File: config.mk
export PLATFORM = sky130hd
export DESIGN_NAME = gem_queue
export DESIGN_NICKNAME = d
export VERILOG_FILES = /design/src/hw/rtl/gem_pkg.sv /design/src/hw/rtl/gem_queue.sv
export SDC_FILE = /design/constraint.sdc
export NUM_CORES = 1
export LEC_CHECK = 0
export ABC_CLOCK_PERIOD_IN_PS = 5900
export BUFFER_PORTS_ARGS = -buffer_cell sky130_fd_sc_hd__buf_2
export CORE_MARGIN = 2
export CORE_UTILIZATION = 40
export DETAILED_ROUTE_END_ITERATION = 10
export HOLD_SLACK_MARGIN = 0.05
export MAX_ROUTING_LAYER = met4
export PLACE_DENSITY = 0.64
export SYNTH_ARGS = -nofsm -noshare
export SYNTH_HDL_FRONTEND = slang
export SYNTH_SLANG_ARGS = --single-unit
File: constraint.sdc
create_clock -name clk -period 5.9 [get_ports clk]
set_input_delay 0.885 -clock clk [delete_from_list [all_inputs] [get_ports clk]]
set_output_delay 0.885 -clock clk [all_outputs]
set_load 0.1 [all_outputs]
File: src/hw/rtl/gem_pkg.sv
`default_nettype none

package gem_pkg;

    // Field and datapath widths
    localparam int SAMPLE_W   = 16;
    localparam int GRAD_W     = 24;
    localparam int MAG_W      = GRAD_W - 1;
    localparam int SS_W       = 2 * MAG_W;
    localparam int ROOT_W     = SS_W / 2 + 8;
    localparam int RAD_W      = SS_W + 16;
    localparam int REM_W      = ROOT_W + 2;
    localparam int ITER_W     = 5;
    localparam int GAIN_W     = 32;
    localparam int PROD_W     = ROOT_W + GAIN_W;
    localparam int ROW_W      = 17;
    localparam int ITEMS_W    = 27;
    localparam int LINES_HELD = 4;
    localparam int LSEL_W     = 2;

    // Queue between front and back
    localparam int Q_DEPTH = 4;
    localparam int QPTR_W  = 2;
    localparam int QCNT_W  = 3;

    localparam logic [ROW_W-1:0]   ROW_CAP   = '1;
    localparam logic [ITEMS_W-1:0] ITEMS_CAP = '1;

    // Register port
    localparam int CFG_IDX_W  = 3;
    localparam int CFG_DATA_W = 50;

    localparam logic [CFG_IDX_W-1:0] CFG_FRAME_WIDTH    = 3'd0;
    localparam logic [CFG_IDX_W-1:0] CFG_FRAME_HEIGHT   = 3'd1;
    localparam logic [CFG_IDX_W-1:0] CFG_KERNEL_KIND    = 3'd2;
    localparam logic [CFG_IDX_W-1:0] CFG_THRESHOLD_SQ   = 3'd3;
    localparam logic [CFG_IDX_W-1:0] CFG_MAGNITUDE_GAIN = 3'd4;
    localparam logic [CFG_IDX_W-1:0] CFG_SAMPLE_BITS    = 3'd5;

    localparam logic [10:0]           RST_FRAME_WIDTH    = 11'd1024;
    localparam logic [15:0]           RST_FRAME_HEIGHT   = 16'd480;
    localparam logic [1:0]            RST_KERNEL_KIND    = 2'd1;
    localparam logic [CFG_DATA_W-1:0] RST_THRESHOLD_SQ   = 50'd640000;
    localparam logic [GAIN_W-1:0]     RST_MAGNITUDE_GAIN = 32'd270600;
    localparam logic [4:0]            RST_SAMPLE_BITS    = 5'd8;

    // Kernel codes
    localparam logic [1:0] KIND_CROSS2 = 2'd0;
    localparam logic [1:0] KIND_CROSS5 = 2'd1;
    localparam logic [1:0] KIND_SOBEL  = 2'd2;

    localparam logic signed [GRAD_W-1:0] W_OUTER = 24'sd12;
    localparam logic signed [GRAD_W-1:0] W_INNER = 24'sd74;

    typedef struct packed {
        logic [SAMPLE_W-1:0] sample;
        logic                frame_start;
        logic                pad;
    } in_item_t;

    typedef struct packed {
        logic [SAMPLE_W-1:0] mask;
        logic                mask_valid;
        logic                frame_end;
    } result_t;

    typedef struct packed {
        logic signed [GRAD_W-1:0] gx;
        logic signed [GRAD_W-1:0] gy;
        logic                     active;
        logic                     valid;
        logic                     last;
    } grad_item_t;

    typedef struct packed {
        logic [CFG_DATA_W-1:0] threshold_sq;
        logic [GAIN_W-1:0]     gain;
        logic [SAMPLE_W-1:0]   mask_max;
    } back_cfg_t;

    typedef struct packed {
        logic       clearing;
        logic [1:0] in_flight;
    } front_status_t;

    typedef enum logic [2:0] {
        ST_IDLE,
        ST_SQUARE,
        ST_SUM,
        ST_ROOT,
        ST_MUL,
        ST_ROUND,
        ST_OUT
    } back_state_t;

endpackage

`default_nettype wire

File: src/hw/rtl/gem_queue.sv
`default_nettype none

module gem_queue
    import gem_pkg::*;
(
    input  wire logic        clk,
    input  wire logic        rst_n,
    input  wire logic        push,
    input  wire grad_item_t  push_item,
    input  wire logic        pop,
    output grad_item_t       head,
    output logic             nempty,
    output logic [QCNT_W-1:0] count
);

    grad_item_t          mem_reg [Q_DEPTH];
    logic [QPTR_W-1:0]   wr_ptr_reg, rd_ptr_reg;
    logic [QCNT_W-1:0]   count_reg;

    // Store pushed requests
    always_ff @(posedge clk)
    begin
        if (push)
        begin
            mem_reg[wr_ptr_reg] <= push_item;
        end
    end

    // Advance pointers and count
    always_ff @(posedge clk or negedge rst_n)
    begin
        if (!rst_n)
        begin
            wr_ptr_reg <= '0;
            rd_ptr_reg <= '0;
            count_reg  <= '0;
        end
        else
        begin
            if (push)
            begin
                wr_ptr_reg <= wr_ptr_reg + QPTR_W'(1);
            end
            if (pop)
            begin
                rd_ptr_reg <= rd_ptr_reg + QPTR_W'(1);
            end
            count_reg <= count_reg + QCNT_W'(push) - QCNT_W'(pop);
        end
    end

    assign head   = mem_reg[rd_ptr_reg];
    assign nempty = count_reg != '0;
    assign count  = count_reg;

    // Front credit must keep the queue from overflowing
    assert property (@(posedge clk) disable iff (!rst_n)
        (push && !pop) |-> (count_reg < QCNT_W'(Q_DEPTH)))
        else $error("queue overflow");

    assert property (@(posedge clk) disable iff (!rst_n)
        pop |-> (count_reg != '0))
        else $error("queue underflow");

endmodule

`default_nettype wire

* Word level (Yosys, flattened, before mapping)
Memory sizes are Yosys's and may differ from the RTL's.
Cells that the tools add are included.
** Cells by class
- Reductions and logical operators :: 1
- Add/sub/neg operators :: 4
- Muxes and demuxes :: 2
** Operator list (number)
- $add 2x1->2 const B :: 2
- $add 3x1->3 :: 1
- $reduce_bool 3->1 :: 1
- $sub 3x1->3 :: 1
- $mux 1 :: 2
** Storage, ports and cells
- Memory bits (writable) :: 204
- Memories kept :: 1
- Output and inout bits :: 55
- Flip-flop bits (word level) :: 7
** Memories
- mem_reg :: words 4, width 51, read ports 1, clocked after Yosys merged registers in 0, wr ports 1, RTL line gem_queue.sv:16 : grad_item_t mem_reg [Q_DEPTH];

* Logic depth before layout (Yosys ltp)
- Depth after elaboration :: 2
- Gate-level depth with buffers :: 7

* Least setup slack after synthesis
Ideal clock, no wire load.
- Path type :: register -> output
- From :: register count_reg[1], in the netlist count[1]
- To :: output nempty
- Cell stages (with the launch flop) :: 2
- Setup slack :: 3.269 ns
- Arrival :: 1.746 ns
- Path through :: dfrtp_1 or3_1
** Between the ends
- Word-level cells in the longest chain between the ends :: 1
** RTL lines
- start: declaration :: RTL line gem_queue.sv:18 : logic [QCNT_W-1:0] count_reg;
- start signal: assignment :: RTL line gem_queue.sv:48 : count_reg <= count_reg + QCNT_W'(push) - QCNT_W'(pop);
- $reduce_bool 3->1 :: RTL line gem_queue.sv:53 : assign nempty = count_reg != '0;
- end: declaration :: RTL line gem_queue.sv:12 : output logic nempty,
Every way passes these cells.

==> results.json <==
{
  "floorplan.initialDensity": 0.404,
  "insertion_delay_ns": 0.49,
  "fin_skew_ns": 0.0104,
  "seqCellArea_um2": 6310,
  "mostFrequentLayoutCell": "edfxtp_1",
  "cts.repair.resized": 0,
  "critical_path_class": "reg -> out",
  "grt_max_degree": 52,
  "fin_crit_sh": 0.627,
  "drive_above_1_share": 0.448,
  "yosys.cell_types.count": 17,
  "num_io_pins": 110,
  "max_freq_mhz": 270,
  "maxSlewHeadroom": 0.457,
  "grt_pass1_vias": 3797,
  "drtIter0Drc": 168,
  "multi_input_area_um2": 1350,
  "hp-class": "in -> async",
  "synthXorXnorAreaFrac": 0.00561,
  "place_congestion": 0.634,
  "n_fill_cell": 1583,
  "io_buffer_count": 109,
  "grt_overflow": 0,
  "worstMarginPinSlew_ns": 0.814,
  "cts_buffers": 22,
  "tritoncts": "yes",
  "synth-seq-cells": 211,
  "viasPerCell": 4.97,
  "end_kind": "primary output",
  "max-cap-violations": 0,
  "grt_use_total": 0.142,
  "rsz0062_at_grt": "false",
  "path_clk_slew_ns": 0.06,
  "final_nets": 489,
  "final-setup-viol-count": 0,
  "fin_setup_tns_ns": 0,
  "ys_warn_count": 0,
  "cts_setup_buffers": 0,
  "grt_pass1_wl_um": 21200,
  "arrival_ns": 2.81,
  "synth_area_per_cell_um2": 26.0,
  "finalHoldViolCount": 0,
  "critPathRequiredTime_ns": 5.02,
  "die_area_um2": 20600,
  "core-area_um2": 19300,
  "mostFrequentLayoutCells": "edfxtp_1 (204), buf_2 (109), mux4_2 (48)",
  "drtPass1Iterations": 6,
  "ys_seq_area_frac": 0.807,
  "post_synth_mux_area_share": 0.149,
  "clkSinkCount": 211,
  "area_delta_synth_final_pct": 18.7,
  "synth_fp_nets": 362,
  "syn-instance-count": 300,
  "period_minus_slack_ns": 3.70,
  "hpwlAfterDp_um": 7770,
  "die_y_um": 144,
  "slew_violations": 0,
  "synthAdderAreaFrac": 0.0122,
  "cts_buffer_depth": 3,
  "worstSetupStartpointType": "flop",
  "largest_reg_flops": 204,
  "antenna_found_initial": 0,
  "synth_simple_gate_area_frac": 0.00497,
  "n_antenna_cell": 0,
  "cts_hold_buf": 0,
  "synth_compound_area_frac": 0.000641,
  "drc": 0,
  "synth_top_family_by_area": "multiplexers",
  "status": "finished, final reports clean",
  "wl_um": 13900,
  "fp-row-count": 51,
  "vias": 3514,
  "crit_fanout": 28,
  "htree_levels": 1,
  "wl_per_cell_um": 19.7,
  "cts_root_buf": "clkbuf_16",
  "antenna_left": 0,
  "netlist_area_um2": 7810,
  "dieWidth_um": 144
}
cells by family after synthesis:
| family | Yosys count |
|---|---|
| simple gates | 7 |
| mux | 51 |
| buf+inv | 18 |
| xor+xnor | 5 |
| fa+ha+maj | 7 |
| compound gates | 1 |
| flops | 211 |
Yosys cell counts:
| cell type | count | area (µm²) |
|---|---|---|
| and2_1 | 4 | 25.0 |
| buf_12 | 5 | 100 |
| buf_2 | 5 | 25.0 |
| buf_6 | 1 | 11.3 |
| clkbuf_1 | 1 | 3.75 |
| dfrtp_1 | 7 | 175 |
| edfxtp_1 | 204 | 6130 |
| fa_1 | 1 | 20.0 |
| ha_1 | 6 | 75.1 |
| inv_1 | 6 | 22.5 |
| mux4_1 | 3 | 78.8 |
| mux4_2 | 48 | 1080 |
| nand2_1 | 2 | 7.51 |
| o21ai_0 | 1 | 5.00 |
| or3_1 | 1 | 6.26 |
| xnor2_1 | 2 | 17.5 |
| xor2_1 | 3 | 26.3 |
layer usage:
layer,share of wire,vias up,GRT usage
li1,-,1530,-
met1,0.41,1846,0.176
met2,0.51,108,0.238
met3,0.057,30,0.0310
met4,0.019,0,0.0408
met5,0,-,-
final timing paths:
path	slack, ns	startpoint	endpoint	cells after the start
max	2.20	rd_ptr_reg[0]$_DFFE_PN0P_	head[0]	3
min	0.22	rst_n	rd_ptr_reg[0]$_DFFE_PN0P_	1
max reg2reg	4.05	wr_ptr_reg[1]$_DFFE_PN0P_	mem_reg[0][8]$_DFFE_PP_	4
min reg2reg	0.54	wr_ptr_reg[0]$_DFFE_PN0P_	wr_ptr_reg[0]$_DFFE_PN0P_	1
max in group asynchronous	5.49	rst_n	rd_ptr_reg[0]$_DFFE_PN0P_	1
min in group clk	0.54	wr_ptr_reg[0]$_DFFE_PN0P_	wr_ptr_reg[0]$_DFFE_PN0P_	1
worst max-delay path, stage by stage (launching register included):
cell	delay, ns
dfrtp_4	0.81
buf_4	0.58
mux4_1	0.61
buf_2	0.31
area by class of cell:
cell class | count | area share
Sequential cell | 211 | 0.681
Multi-Input combinational cell | 71 | 0.145
Timing Repair Buffer | 115 | 0.0637
Clock buffer | 26 | 0.0633
Tap cell | 265 | 0.0358
Clock inverter | 13 | 0.00878
Inverter | 6 | 0.00243
per-stage QoR:
| step | cells | utilization | hold WS [ns] | cell area [µm²] | setup slack (ns) |
|---|---|---|---|---|---|
| after floorplan | 300 | - | 0.494 | 7810 | 3.27 |
| after global placement | 668 | 0.445 | 0.476 | 8600 | 2.63 |
| after detailed placement | 668 | 0.445 | 0.521 | 8600 | 2.61 |
| after CTS | 707 | 0.479 | 0.203 | 9270 | 2.06 |
| after global routing | 707 | 0.479 | 0.207 | 9270 | 1.96 |
| final | 707 | 0.479 | 0.224 | 9270 | 2.20 |
Power is not shown: default switching activity piles up to over one toggle a cycle in this logic, so the estimate is an artifact.
